--- config.mk ---
export PLATFORM = sky130hd
export DESIGN_NAME = ipv4_header_check_flat
export DESIGN_NICKNAME = d
export VERILOG_FILES = /design/src/rtl/core/ihc_pkg.sv /design/src/rtl/core/ihc_in_if.sv /design/src/rtl/core/ihc_out_if.sv /design/src/rtl/core/ipv4_header_check.sv /design/src/flat_wrapper.sv
export SDC_FILE = /design/constraint.sdc
export NUM_CORES = 1
export LEC_CHECK = 0
export ABC_AREA = 1
export ABC_CLOCK_PERIOD_IN_PS = 4600
export BUFFER_PORTS_ARGS = -buffer_cell sky130_fd_sc_hd__buf_2
export CORE_UTILIZATION = 40
export DETAILED_ROUTE_END_ITERATION = 7
export GPL_TIMING_DRIVEN = 0
export HOLD_SLACK_MARGIN = 0.08
export PLACE_DENSITY_LB_ADDON = 0.05
export RECOVER_POWER = 50
export SETUP_SLACK_MARGIN = 0.1
export SYNTH_ARGS = -nofsm -noshare
export SYNTH_HDL_FRONTEND = slang
export SYNTH_SLANG_ARGS = --single-unit
--- constraint.sdc ---
create_clock -name clk -period 4.6 [get_ports clk]
set_clock_uncertainty 0.1 [all_clocks]
set_input_delay 0.46 -clock clk [delete_from_list [all_inputs] [get_ports clk]]
set_output_delay 0.46 -clock clk [all_outputs]
set_load 0.01 [all_outputs]
--- src/rtl/core/ihc_pkg.sv ---
`timescale 1ns / 1ps
// Shared constants and types for the IPv4 header checker.
package ihc_pkg;

  localparam int unsigned CountW = 16;
  localparam int unsigned PosW   = 5;

  localparam logic [CountW-1:0] HDR_BYTES     = 16'd20;
  localparam logic [CountW-1:0] COUNT_MAX     = 16'hffff;
  localparam logic [15:0]       MAX_LEN_RESET = 16'd1500;
  localparam logic [3:0]        IP_VERSION    = 4'd4;
  localparam logic [3:0]        IP_IHL        = 4'd5;
  localparam logic [15:0]       FRAG_MASK     = 16'hbfff;
  localparam logic [15:0]       SUM_GOOD      = 16'hffff;

  // header byte positions
  localparam logic [PosW-1:0] POS_VER_IHL   = 5'd0;
  localparam logic [PosW-1:0] POS_LEN_HI    = 5'd2;
  localparam logic [PosW-1:0] POS_LEN_LO    = 5'd3;
  localparam logic [PosW-1:0] POS_FRAG_HI   = 5'd6;
  localparam logic [PosW-1:0] POS_FRAG_LO   = 5'd7;
  localparam logic [PosW-1:0] POS_TTL       = 5'd8;
  localparam logic [PosW-1:0] POS_PROTO     = 5'd9;
  localparam logic [PosW-1:0] POS_SRC_FIRST = 5'd12;
  localparam logic [PosW-1:0] POS_SRC_LAST  = 5'd15;
  localparam logic [PosW-1:0] POS_DST_FIRST = 5'd16;
  localparam logic [PosW-1:0] POS_DST_LAST  = 5'd19;

  typedef struct packed {
    logic        ok;
    logic [31:0] source_addr;
    logic [31:0] dest_addr;
    logic [7:0]  protocol;
    logic [15:0] payload_length;
  } verdict_t;

endpackage

--- src/rtl/core/ihc_in_if.sv ---
`timescale 1ns / 1ps
// Byte input channel: valid/ready with one buffer byte and an end flag.
interface ihc_in_if;
  logic       valid;
  logic       ready;
  logic [7:0] data_byte;
  logic       last;

  modport source (output valid, output data_byte, output last, input ready);
  modport sink (input valid, input data_byte, input last, output ready);
endinterface

--- src/rtl/core/ihc_out_if.sv ---
`timescale 1ns / 1ps
// Verdict output channel: valid/ready with the check result and header fields.
interface ihc_out_if;
  logic        valid;
  logic        ready;
  logic        ok;
  logic [31:0] source_addr;
  logic [31:0] dest_addr;
  logic [7:0]  protocol;
  logic [15:0] payload_length;

  modport source (output valid, output ok, output source_addr, output dest_addr,
                  output protocol, output payload_length, input ready);
  modport sink (input valid, input ok, input source_addr, input dest_addr,
                input protocol, input payload_length, output ready);
endinterface

--- src/rtl/core/ipv4_header_check.sv ---
`timescale 1ns / 1ps
// IPv4 header checker: byte-wise capture, checksum and one verdict per buffer.
//
//  channel   | direction | handshake        | content
//  ----------+-----------+------------------+--------------------------------------
//  in_chan   | in        | valid/ready      | data_byte, last
//  out_chan  | out       | valid/ready      | ok, addresses, protocol, payload len
//  cfg_*     | in        | write enable     | max_total_length (16 bits)
//
// One byte per cycle; a verdict is presented in the cycle after the byte flagged last is accepted.
// The output register frees in the cycle it is taken, so bytes keep flowing
// unless a verdict sits untaken, which stalls the input.
// Synchronous active-low reset clears packet state and sets the maximum to 1500.
module ipv4_header_check (
  input  logic         clk,
  input  logic         rst_n,
  ihc_in_if.sink       in_chan,
  ihc_out_if.source    out_chan,
  input  logic         cfg_we,
  input  logic [15:0]  cfg_wdata
);

  logic [15:0] max_len_r;
  logic [15:0] byte_count_r, byte_count_nxt;
  logic [15:0] sum_acc_r, sum_acc_nxt;
  logic [7:0]  high_byte_r, high_byte_nxt;
  logic [7:0]  version_ihl_r, version_ihl_nxt;
  logic [15:0] total_len_r, total_len_nxt;
  logic [15:0] flags_frag_r, flags_frag_nxt;
  logic [7:0]  ttl_r, ttl_nxt;
  logic [7:0]  proto_r, proto_nxt;
  logic [31:0] src_r, src_nxt;
  logic [31:0] dst_r, dst_nxt;

  logic                 out_valid_r;
  ihc_pkg::verdict_t    verdict_r, verdict_nxt;

  logic                          accept;
  logic                          in_hdr;
  logic [ihc_pkg::PosW-1:0]      pos;
  logic [7:0]                    b;
  logic [16:0]                   word_sum;
  logic                          ok_nxt;

  assign in_chan.ready = !out_valid_r || out_chan.ready;
  assign accept        = in_chan.valid && in_chan.ready;
  assign b             = in_chan.data_byte;
  assign pos           = byte_count_r[ihc_pkg::PosW-1:0];
  assign in_hdr        = byte_count_r < ihc_pkg::HDR_BYTES;

  always_comb begin
    high_byte_nxt   = high_byte_r;
    sum_acc_nxt     = sum_acc_r;
    version_ihl_nxt = version_ihl_r;
    total_len_nxt   = total_len_r;
    flags_frag_nxt  = flags_frag_r;
    ttl_nxt         = ttl_r;
    proto_nxt       = proto_r;
    src_nxt         = src_r;
    dst_nxt         = dst_r;
    word_sum        = {1'b0, sum_acc_r} + {1'b0, high_byte_r, b};

    if (in_hdr) begin
      if (!pos[0]) begin
        high_byte_nxt = b;
      end else begin
        // end-around carry
        sum_acc_nxt = word_sum[15:0] + {15'd0, word_sum[16]};
      end
      case (pos) inside
        ihc_pkg::POS_VER_IHL: version_ihl_nxt = b;
        ihc_pkg::POS_LEN_HI:  total_len_nxt   = {b, total_len_r[7:0]};
        ihc_pkg::POS_LEN_LO:  total_len_nxt   = {total_len_r[15:8], b};
        ihc_pkg::POS_FRAG_HI: flags_frag_nxt  = {b, flags_frag_r[7:0]};
        ihc_pkg::POS_FRAG_LO: flags_frag_nxt  = {flags_frag_r[15:8], b};
        ihc_pkg::POS_TTL:     ttl_nxt         = b;
        ihc_pkg::POS_PROTO:   proto_nxt       = b;
        [ihc_pkg::POS_SRC_FIRST:ihc_pkg::POS_SRC_LAST]: src_nxt = {src_r[23:0], b};
        [ihc_pkg::POS_DST_FIRST:ihc_pkg::POS_DST_LAST]: dst_nxt = {dst_r[23:0], b};
        default: ;
      endcase
    end

    byte_count_nxt = (byte_count_r == ihc_pkg::COUNT_MAX) ? byte_count_r
                                                          : byte_count_r + 16'd1;

    ok_nxt = (byte_count_nxt >= ihc_pkg::HDR_BYTES)
          && (version_ihl_nxt[7:4] == ihc_pkg::IP_VERSION)
          && (version_ihl_nxt[3:0] == ihc_pkg::IP_IHL)
          && (total_len_nxt >= ihc_pkg::HDR_BYTES)
          && (total_len_nxt <= byte_count_nxt)
          && (total_len_nxt <= max_len_r)
          && (ttl_nxt != 8'd0)
          && ((flags_frag_nxt & ihc_pkg::FRAG_MASK) == 16'd0)
          && (sum_acc_nxt == ihc_pkg::SUM_GOOD);

    verdict_nxt = '0;
    if (ok_nxt) begin
      verdict_nxt.ok             = 1'b1;
      verdict_nxt.source_addr    = src_nxt;
      verdict_nxt.dest_addr      = dst_nxt;
      verdict_nxt.protocol       = proto_nxt;
      verdict_nxt.payload_length = total_len_nxt - ihc_pkg::HDR_BYTES;
    end
  end

  always_ff @(posedge clk) begin
    if (!rst_n) begin
      max_len_r <= ihc_pkg::MAX_LEN_RESET;
    end else if (cfg_we) begin
      max_len_r <= cfg_wdata;
    end
  end

  always_ff @(posedge clk) begin
    if (!rst_n || (accept && in_chan.last)) begin
      byte_count_r  <= '0;
      sum_acc_r     <= '0;
      high_byte_r   <= '0;
      version_ihl_r <= '0;
      total_len_r   <= '0;
      flags_frag_r  <= '0;
      ttl_r         <= '0;
      proto_r       <= '0;
      src_r         <= '0;
      dst_r         <= '0;
    end else if (accept) begin
      byte_count_r  <= byte_count_nxt;
      sum_acc_r     <= sum_acc_nxt;
      high_byte_r   <= high_byte_nxt;
      version_ihl_r <= version_ihl_nxt;
      total_len_r   <= total_len_nxt;
      flags_frag_r  <= flags_frag_nxt;
      ttl_r         <= ttl_nxt;
      proto_r       <= proto_nxt;
      src_r         <= src_nxt;
      dst_r         <= dst_nxt;
    end
  end

  always_ff @(posedge clk) begin
    if (!rst_n) begin
      out_valid_r <= 1'b0;
    end else if (accept && in_chan.last) begin
      out_valid_r <= 1'b1;
    end else if (out_chan.ready) begin
      out_valid_r <= 1'b0;
    end
  end

  always_ff @(posedge clk) begin
    if (accept && in_chan.last) begin
      verdict_r <= verdict_nxt;
    end
  end

  assign out_chan.valid          = out_valid_r;
  assign out_chan.ok             = verdict_r.ok;
  assign out_chan.source_addr    = verdict_r.source_addr;
  assign out_chan.dest_addr      = verdict_r.dest_addr;
  assign out_chan.protocol       = verdict_r.protocol;
  assign out_chan.payload_length = verdict_r.payload_length;

endmodule

--- src/flat_wrapper.sv ---
// flat-port wrapper written by rule: the top's interface ports become plain ports
module ipv4_header_check_flat 
  (clk, rst_n, cfg_we, cfg_wdata, in_chan_valid, in_chan_data_byte, in_chan_last, in_chan_ready, out_chan_valid, out_chan_ok, out_chan_source_addr, out_chan_dest_addr, out_chan_protocol, out_chan_payload_length, out_chan_ready);
  ihc_in_if in_chan_i ();
  ihc_out_if out_chan_i ();
  input  logic clk;
  input  logic rst_n;
  input  logic cfg_we;
  input  logic [15:0] cfg_wdata;
  input wire logic [$bits(in_chan_i.valid)-1:0] in_chan_valid;
  input wire logic [$bits(in_chan_i.data_byte)-1:0] in_chan_data_byte;
  input wire logic [$bits(in_chan_i.last)-1:0] in_chan_last;
  output wire logic [$bits(in_chan_i.ready)-1:0] in_chan_ready;
  output wire logic [$bits(out_chan_i.valid)-1:0] out_chan_valid;
  output wire logic [$bits(out_chan_i.ok)-1:0] out_chan_ok;
  output wire logic [$bits(out_chan_i.source_addr)-1:0] out_chan_source_addr;
  output wire logic [$bits(out_chan_i.dest_addr)-1:0] out_chan_dest_addr;
  output wire logic [$bits(out_chan_i.protocol)-1:0] out_chan_protocol;
  output wire logic [$bits(out_chan_i.payload_length)-1:0] out_chan_payload_length;
  input wire logic [$bits(out_chan_i.ready)-1:0] out_chan_ready;
  assign in_chan_i.valid = in_chan_valid;
  assign in_chan_i.data_byte = in_chan_data_byte;
  assign in_chan_i.last = in_chan_last;
  assign in_chan_ready = in_chan_i.ready;
  assign out_chan_valid = out_chan_i.valid;
  assign out_chan_ok = out_chan_i.ok;
  assign out_chan_source_addr = out_chan_i.source_addr;
  assign out_chan_dest_addr = out_chan_i.dest_addr;
  assign out_chan_protocol = out_chan_i.protocol;
  assign out_chan_payload_length = out_chan_i.payload_length;
  assign out_chan_i.ready = out_chan_ready;
  ipv4_header_check u_core (.clk(clk), .rst_n(rst_n), .in_chan(in_chan_i), .out_chan(out_chan_i), .cfg_we(cfg_we), .cfg_wdata(cfg_wdata));
endmodule
==> results of run 1 <==
final cells by class:
cell class,count,area [sq um]
Fill cell,3818,18760
Clock buffer,40,850.8
Clock inverter,18,256.5
Sequential cell,265,6200
Buffer,97,431.7
Tap cell,504,630.6
Timing Repair Buffer,159,845.8
Multi-Input combinational cell,1377,7355
Inverter,410,1543
per-stage QoR:
stage | instance area, sq um | total power [uW] | utilization
after floorplan | 15100 | 3371 | -
after global placement | 16330 | 3697 | 0.4429
after detailed placement | 16360 | 3717 | 0.4437
after CTS | 17800 | 6431 | 0.4826
after global routing | 18110 | 6710 | 0.4912
final | 18110 | 6430 | 0.4912
routing by layer:
metal | track usage | up-vias | share of wire
li1 | - | 7276 | -
met1 | 0.3189 | 6600 | 0.46
met2 | 0.3937 | 349 | 0.45
met3 | 0.03301 | 82 | 0.052
met4 | 0.08189 | 0 | 0.038
met5 | 0 | - | 0
where the power goes:
| group | internal [uW] | switching [uW] |
|---|---|---|
| clock network | 1640 | 1050 |
| logic | 352 | 771 |
| registers | 2550 | 70.5 |
| total | 4540 | 1890 |
placed cells by master (no fill, tap or decap), drive strengths merged:
cell type and n:
o211ai 37, a221oi 1, dfxtp 176, or2 6, o22ai 2, nand4 18, a21boi 2, o2111ai 1
ha 57, clkinv 11, nand2 449, a211oi 2, nor3 101, o21bai 4, xnor2 2, edfxtp 89
fa 1, inv 409, o21a 1, nor2 199, dlygate4sd3 18, clkinvlp 2, a31oi 2, mux2i 9
xor2 20, o21ai 212, clkbuf 196, bufinv 6, buf 82, a21oi 167, nand3 82, nand3b 2
sequential cells by signal, indices dropped and copies added, names as in the netlist, 15 cells and up:
register                        count
u_core.dst_r                       32
u_core.out_chan.dest_addr          32
u_core.out_chan.source_addr        32
u_core.src_r                       32
u_core.byte_count_r                16
u_core.max_len_r                   16
u_core.out_chan.payload_length     16
u_core.sum_acc_r                   16
u_core.total_len_r                 16
u_core.flags_frag_r                15
kinds of logic (layout without fill, tap and decap cells):
| kind of cell | after synthesis | count (layout) |
|---|---|---|
| simple gates | 855 | 857 |
| buf+inv | 508 | 724 |
| compound gates | 431 | 431 |
| flops | 265 | 265 |
| fa+ha+maj | 58 | 58 |
| xor+xnor | 22 | 22 |
| mux | 9 | 9 |
Yosys cell counts (9+ instances only):
master / number
a21oi_1: 167
buf_1: 10
buf_2: 19
clkbuf_1: 65
dfxtp_1: 176
edfxtp_1: 89
ha_1: 57
inv_1: 402
mux2i_1: 9
nand2_1: 447
nand3_1: 78
nand4_1: 18
nor2_1: 187
nor3_1: 91
nor3_2: 10
o211ai_1: 37
o21ai_0: 204
xor2_1: 20
worst max-delay path, delay by kind of cell (launching register included):
kind | cells | cell delay, ps
fa+ha+maj | 4 | 1120
buf+inv | 3 | 450
flops | 1 | 340
simple gates | 17 | 1740
compound gates | 3 | 370
how the worst max path moves through the flow:
stage | start | endpoint | slack (ps) | cells past startpoint
after floorplan | in_chan_data_byte[0] | u_core.out_chan.dest_addr[0]$_SDFFCE_PN0P_ | 850 | 27
after global placement | in_chan_data_byte[0] | u_core.out_chan.dest_addr[16]$_SDFFCE_PN0P_ | -880 | 26
after detailed placement | in_chan_data_byte[0] | u_core.out_chan.dest_addr[16]$_SDFFCE_PN0P_ | -890 | 27
after CTS | u_core.byte_count_r[0]$_SDFFE_PP0P_ | u_core.out_chan.dest_addr[5]$_SDFFCE_PN0P_ | 110 | 26
after global routing | u_core.sum_acc_r[0]$_SDFFE_PP0P_ | u_core.out_chan.dest_addr[3]$_SDFFCE_PN0P_ | 40 | 27
final | u_core.sum_acc_r[0]$_SDFFE_PP0P_ | u_core.out_chan.dest_addr[5]$_SDFFCE_PN0P_ | 280 | 27
timing repair:
| item | 4_1_cts | 5_1_grt |
|---|---|---|
| endpoints found under the hold margin | 15 | 0 |
| setup buffers | 5 | 15 |
| gates cloned | 0 | 2 |
| setup endpoints to repair | 89 | 89 |
| pin swaps | 3 | 22 |
| hold buffers | 18 | 0 |
| resized for setup | 24 | 82 |
==> flow_summary.rst, run 1 <==
.. list-table::
   :header-rows: 1

   * - Metric
     - Value
   * - Outcome
     - complete, but fails checks
   * - Failing checks
     - capacitance limit, slew limit
   * - Mean area per synthesized cell
     - 7.029 sq um
   * - FFs w/ async S/R, synth
     - 0
   * - CP Data Arrival Time
     - 4660 ps
   * - Largest family of logic cells by synthesized area
     - simple AND/OR/NAND/NOR gates
   * - Most used DFF post-synth
     - dfxtp_1
   * - Number of maximum-capacitance violations
     - 1
   * - Final routed wire length divided by cell count
     - 16.23 microns
   * - Final Critical Period
     - 4323 ps
   * - Critical Path Source Type
     - flip-flop
   * - Register clock-pin slew on the reported worst setup and hold paths
     - 70 ps
   * - Hold path depth
     - 3
   * - Max Fanout on Critical Path
     - 10
   * - Count of placed standard cells in the final layout, fillers left out
     - 2870
   * - Class of the tightest hold or removal check
     - in2reg
   * - Sequential-to-total area share from yosys stat
     - 0.4104
   * - Largest net degree at the start of global routing
     - 71
   * - Iteration-0 DRC Markers
     - 910
   * - Core area
     - 36870 sq um
   * - Max transition margin
     - -0.1361
   * - Main area contributors after synthesis
     - dfxtp_1 (23%), edfxtp_1 (18%), nand2_1 (11%)
   * - Dominant cell type by area after synthesis
     - dfxtp_1
   * - FF-to-FF setup slack
     - 280 ps
   * - Count of clock tree sinks
     - 265
   * - Number of setup violations in the final report
     - 0
   * - CTS root buffer
     - clkbuf_16
   * - Critical Path Sink Type
     - flip-flop
   * - Yosys top cell area share
     - 0.2334
   * - Number of pins exceeding their max-slew limit in the final report
     - 71
   * - Multiplexer area fraction after synthesis
     - 0.005967
   * - Type of the setup path with the least slack
     - reg2reg
   * - Overall die width
     - 196.3 microns
   * - Terminating pin of the worst hold path
     - u_core.max_len_r[15]$_SDFFE_PN0P_
   * - Fin crit share
     - 0.9398
   * - Net count of the mapped netlist
     - 2236
   * - Average via count per standard cell
     - 4.985
   * - Launching point of the worst reg2reg path
     - u_core.sum_acc_r[0]$_SDFFE_PP0P_
   * - Effective utilization at floorplan
     - 0.4095
   * - Number of antenna violations at the first check in global routing
     - 0
   * - Synthesis-stage register bit count
     - 265
   * - Worst hold slack across all endpoints
     - 104.2 ps
   * - Worst Setup Slack, final
     - 277.1 ps
   * - Max H-tree Level
     - 1
   * - Total global routing overflow
     - 0
   * - I/O pins
     - 121
   * - Area added between synthesis and finish
     - 19.96%
   * - Die Ht
     - 196.3 microns
   * - Number of buffers inserted by port buffering
     - 120
   * - Post-detailed-placement half-perimeter wirelength
     - 33.76 mm
   * - Simple logic cell fraction of the synthesized area
     - 0.2409
   * - Iteration count of the initial detailed-routing pass
     - 5
   * - Wire length of the first global-routing pass
     - 71.95 mm
   * - Xor-xnor portion of the synthesized cell area
     - 0.01276
   * - Total count of hold-check failures in the final report
     - 0
   * - All-Layer GR Usage
     - 0.2386
   * - Share of final-layout standard cells stronger than drive strength 1
     - 0.1010
   * - Setup total negative slack
     - 0 ps
   * - Highest clock frequency the design can meet
     - 0.2313 GHz
   * - Compound-Gate Fraction of Synth Area
     - 0.1518
   * - TritonCTS clock tree
     - yes
   * - Total number of nets in the final design
     - 2429
   * - Vias in the first global route
     - 13360
   * - Total Die Area
     - 38530 sq um
   * - Power density of the placed cells
     - 355.0 nW/um^2
   * - Synthesized instance count
     - 2148
   * - Antenna-violating nets left
     - 0
   * - Leakage Power
     - 0.008445 uW
   * - Post-Place Worst Slack
     - -889.8 ps
   * - Worst-Margin Slew
     - 1704 ps
   * - Peak per-stage delay on the critical path
     - 370 ps
   * - Drt drc
     - 0
   * - Count of unique library cells instantiated by Yosys
     - 42
   * - R2R depth
     - 27
   * - Capturing point of the worst reg2reg path
     - u_core.out_chan.dest_addr[5]$_SDFFCE_PN0P_
   * - Critical-path top delay cell
     - fa_2
   * - Maximum resistive drop on vdd
     - 0.3019 mV
   * - Post-synthesis instance area
     - 15100 sq um
   * - WL final
     - 46.58 mm
   * - Worst path required time
     - 4930 ps
   * - Yosys warning count
     - 0
   * - Insertion delay of the later-clocked pin in the worst-skew pair
     - 590 ps
   * - Maximum count of clock buffers along a single path
     - 3
   * - Hold path startpoint
     - cfg_wdata[15]
   * - GP Congestion
     - 0.8857
   * - CTS Buf Count
     - 31
   * - Synth Area in Adders
     - 0.04856
   * - Number of flops mapped to enable cells by yosys
     - 89
   * - Placed Cells incl. Taps
     - 2773
   * - DR vias
     - 14310
   * - N_diodes
     - 0
   * - Number of standard-cell rows in the floorplan
     - 70
   * - Setup repair after global routing missed its margin
     - false
Note: power is estimated with default switching activity, not from simulation.
==> run 2: changes to the inputs <==
--- a/config.mk
+++ b/config.mk
@@ -9,6 +9,7 @@
 export ABC_CLOCK_PERIOD_IN_PS = 4600
 export BUFFER_PORTS_ARGS = -buffer_cell sky130_fd_sc_hd__buf_2
 export CORE_UTILIZATION = 40
+export CTS_BUF_LIST = sky130_fd_sc_hd__clkbuf_4
 export DETAILED_ROUTE_END_ITERATION = 7
 export GPL_TIMING_DRIVEN = 0
 export HOLD_SLACK_MARGIN = 0.08
==> flow_summary.rst, run 2 (synthesis gave the netlist of run 1 again) <==
.. list-table::
   :header-rows: 1

   * - Metric
     - Value
   * - Number of antenna violations at the first check in global routing
     - 1 (+1)
   * - Worst-Margin Slew
     - 1681 ps (-23.26 ps)
   * - Vias in the first global route
     - 13910 (+4.1%)
   * - Max transition margin
     - -0.1206 (+0.01551)
   * - Wire length of the first global-routing pass
     - 73.75 mm (+2.5%)
   * - Number of standard-cell rows in the floorplan
     - 70 (unchanged)
   * - Total global routing overflow
     - 0 (unchanged)
   * - DR vias
     - 14720 (+2.9%)
   * - Total count of hold-check failures in the final report
     - 0 (unchanged)
   * - CP Data Arrival Time
     - 4820 ps (+160 ps)
   * - Max H-tree Level
     - 3 (+2)
   * - FF-to-FF setup slack
     - 250 ps (-20 ps)
   * - R2R depth
     - 27 (unchanged)
   * - Count of placed standard cells in the final layout, fillers left out
     - 2970 (+3.5%)
   * - Insertion delay of the later-clocked pin in the worst-skew pair
     - 800 ps (+210 ps)
   * - Worst Setup EP
     - u_core.out_chan.payload_length[0]$_SDFFCE_PN0P_
   * - Antenna-violating nets left
     - 0 (unchanged)
   * - TritonCTS clock tree
     - yes
   * - Core area
     - 36870 sq um (unchanged)
   * - I/O pins
     - 121 (unchanged)
   * - Die Ht
     - 196.3 microns (unchanged)
   * - Type of the setup path with the least slack
     - reg2reg
   * - Worst Setup Slack, final
     - 254.2 ps (-22.96 ps)
   * - Share of final-layout standard cells stronger than drive strength 1
     - 0.1363 (+0.03529)
   * - CTS Buf Count
     - 78 (+150%)
   * - Final Critical Period
     - 4346 ps (+22.96 ps)
   * - Number of setup violations in the final report
     - 0 (unchanged)
   * - Effective utilization at floorplan
     - 0.4095 (unchanged)
   * - Count of clock tree sinks
     - 265 (unchanged)
   * - Critical Path Sink Type
     - flip-flop
   * - Maximum count of clock buffers along a single path
     - 3 (unchanged)
   * - Register clock-pin slew on the reported worst setup and hold paths
     - 70 ps (about the same)
   * - Outcome
     - complete, but fails checks
   * - Largest net degree at the start of global routing
     - 71 (unchanged)
   * - Fin crit share
     - 0.9447 (+0.004991)
   * - Total Die Area
     - 38530 sq um (unchanged)
   * - Critical Path Source Type
     - flip-flop
   * - Placed Cells incl. Taps
     - 2773 (unchanged)
   * - Power density of the placed cells
     - 331.7 nW/um^2 (-6.6%)
   * - Number of maximum-capacitance violations
     - 1 (unchanged)
   * - Most numerous cell on the critical path
     - nand3_2
   * - Max Fanout on Critical Path
     - 10 (unchanged)
   * - Launching point of the worst reg2reg path
     - u_core.sum_acc_r[0]$_SDFFE_PP0P_
   * - Commonest non-fill, non-tap cells in the layout
     - nand2_1 (433), inv_1 (396), o21ai_0 (202), nor2_1 (175), dfxtp_1 (175)
   * - Number of buffers inserted by port buffering
     - 120 (unchanged)
   * - Average via count per standard cell
     - 4.957 (-0.57%)
   * - Leakage Power
     - 0.008607 uW (+1.9%)
   * - All-Layer GR Usage
     - 0.2475 (+0.008964)
   * - Worst path required time
     - 5070 ps (+140 ps)
   * - Maximum resistive drop on vdd
     - 0.1523 mV (-50%)
   * - Tot Pwr
     - 6082 uW (-5.4%)
   * - Drt drc
     - 0 (unchanged)
   * - WL final
     - 48.07 mm (+3.2%)
   * - Peak per-stage delay on the critical path
     - 360 ps (about the same)
   * - Iteration count of the initial detailed-routing pass
     - 4 (-1)
   * - Overall die width
     - 196.3 microns (unchanged)
   * - CTS root buffer
     - clkbuf_4
   * - Setup repair after global routing missed its margin
     - false
   * - Most common library cell in the layout ignoring fill and taps
     - nand2_1
   * - Post-detailed-placement half-perimeter wirelength
     - 33.76 mm (unchanged)
   * - First element of the critical path
     - u_core.sum_acc_r[0]$_SDFFE_PP0P_
   * - Iteration-0 DRC Markers
     - 923 (+1.4%)
   * - Class of the tightest hold or removal check
     - in2reg
   * - GP Congestion
     - 0.8857 (unchanged)
   * - Failing checks
     - capacitance limit, slew limit
   * - Number of pins exceeding their max-slew limit in the final report
     - 71 (unchanged)
   * - Highest clock frequency the design can meet
     - 0.2301 GHz (-0.53%)
   * - Area added between synthesis and finish
     - 21.44%
   * - Post-Place Worst Slack
     - -889.8 ps (unchanged)
   * - Critical-path top delay cell
     - dfxtp_4
   * - Final routed wire length divided by cell count
     - 16.19 microns (-0.28%)
   * - Total number of nets in the final design
     - 2494 (+2.7%)
   * - Capturing point of the worst reg2reg path
     - u_core.out_chan.payload_length[0]$_SDFFCE_PN0P_
run 2: how the worst min path moves through the flow:
stage	start	to	slack, ps	depth (start not counted)
2_1_floorplan	u_core.max_len_r[11]$_SDFFE_PN0P_	u_core.max_len_r[11]$_SDFFE_PN0P_	340	2
3_3_place_gp	u_core.max_len_r[14]$_SDFFE_PN0P_	u_core.max_len_r[14]$_SDFFE_PN0P_	360	2
6_report	rst_n	u_core.out_chan.valid$_SDFFE_PN0P_	200	4
5_1_grt	in_chan_data_byte[0]	u_core.flags_frag_r[0]$_SDFFE_PP0P_	220	5
3_5_place_dp	u_core.max_len_r[1]$_SDFFE_PN0P_	u_core.max_len_r[1]$_SDFFE_PN0P_	360	2
4_1_cts	cfg_we	u_core.max_len_r[5]$_SDFFE_PN0P_	80	4
run 2: layout make-up:
type	instances	area [sq um]
Inverter	410	1543
Sequential cell	265	6200
Fill cell	3851	18540
Timing Repair Buffer	176	1031
Multi-Input combinational cell	1377	7460
Buffer	98	460.4
Antenna cell	1	2.502
Clock buffer	122	915.9
Tap cell	504	630.6
Clock inverter	17	92.59
run 2: through the flow:
step / util / instance area (sq um) / hold WS [ps] / setup TNS [ps]
2_1_floorplan: - / 15100 / 337.4 / 0
3_3_place_gp: 0.4429 / 16330 / 360.8 / -69410
3_5_place_dp: 0.4437 / 16360 / 359.5 / -70350
4_1_cts: 0.4857 / 17910 / 81.98 / 0
5_1_grt: 0.4973 / 18340 / 224.3 / 0
6_report: 0.4973 / 18340 / 197.0 / 0
run 2: repair_timing:
| action | 4_1_cts | 5_1_grt |
|---|---|---|
| cloned | 0 | 2 |
| resized for setup | 29 | 111 |
| setup endpoints to repair | 89 | 89 |
| setup buffers | 7 | 14 |
| pin swaps | 7 | 23 |
| hold endpoints to repair | 25 | 0 |
| hold buffers | 34 | 0 |
run 2: per-layer routing:
metal | GRT usage | vias up | wire length (microns)
met4 | 0.1033 | 0 | 1607
met5 | 0 | - | 0
li1 | - | 7440 | -
met3 | 0.04710 | 95 | 2892
met1 | 0.3162 | 6776 | 21440
met2 | 0.4082 | 410 | 22140
run 2: critical path: cells and delay by family (launching register included):
family,cells,cell delay (ps)
AND/OR/NAND/NOR,15,1530
adder cells (fa/ha/maj),4,950
buffers and inverters,5,670
AO/OA/AOI/OAI,3,450
flip-flops,1,360
run 2: report_power, final:
part | internal, uW | switching [uW] | leakage (uW) | total (uW)
Clock | 1250 | 1060 | 0.000611 | 2320
Sequential | 2540 | 71.7 | 0.00227 | 2620
Combinational | 369 | 781 | 0.00572 | 1150
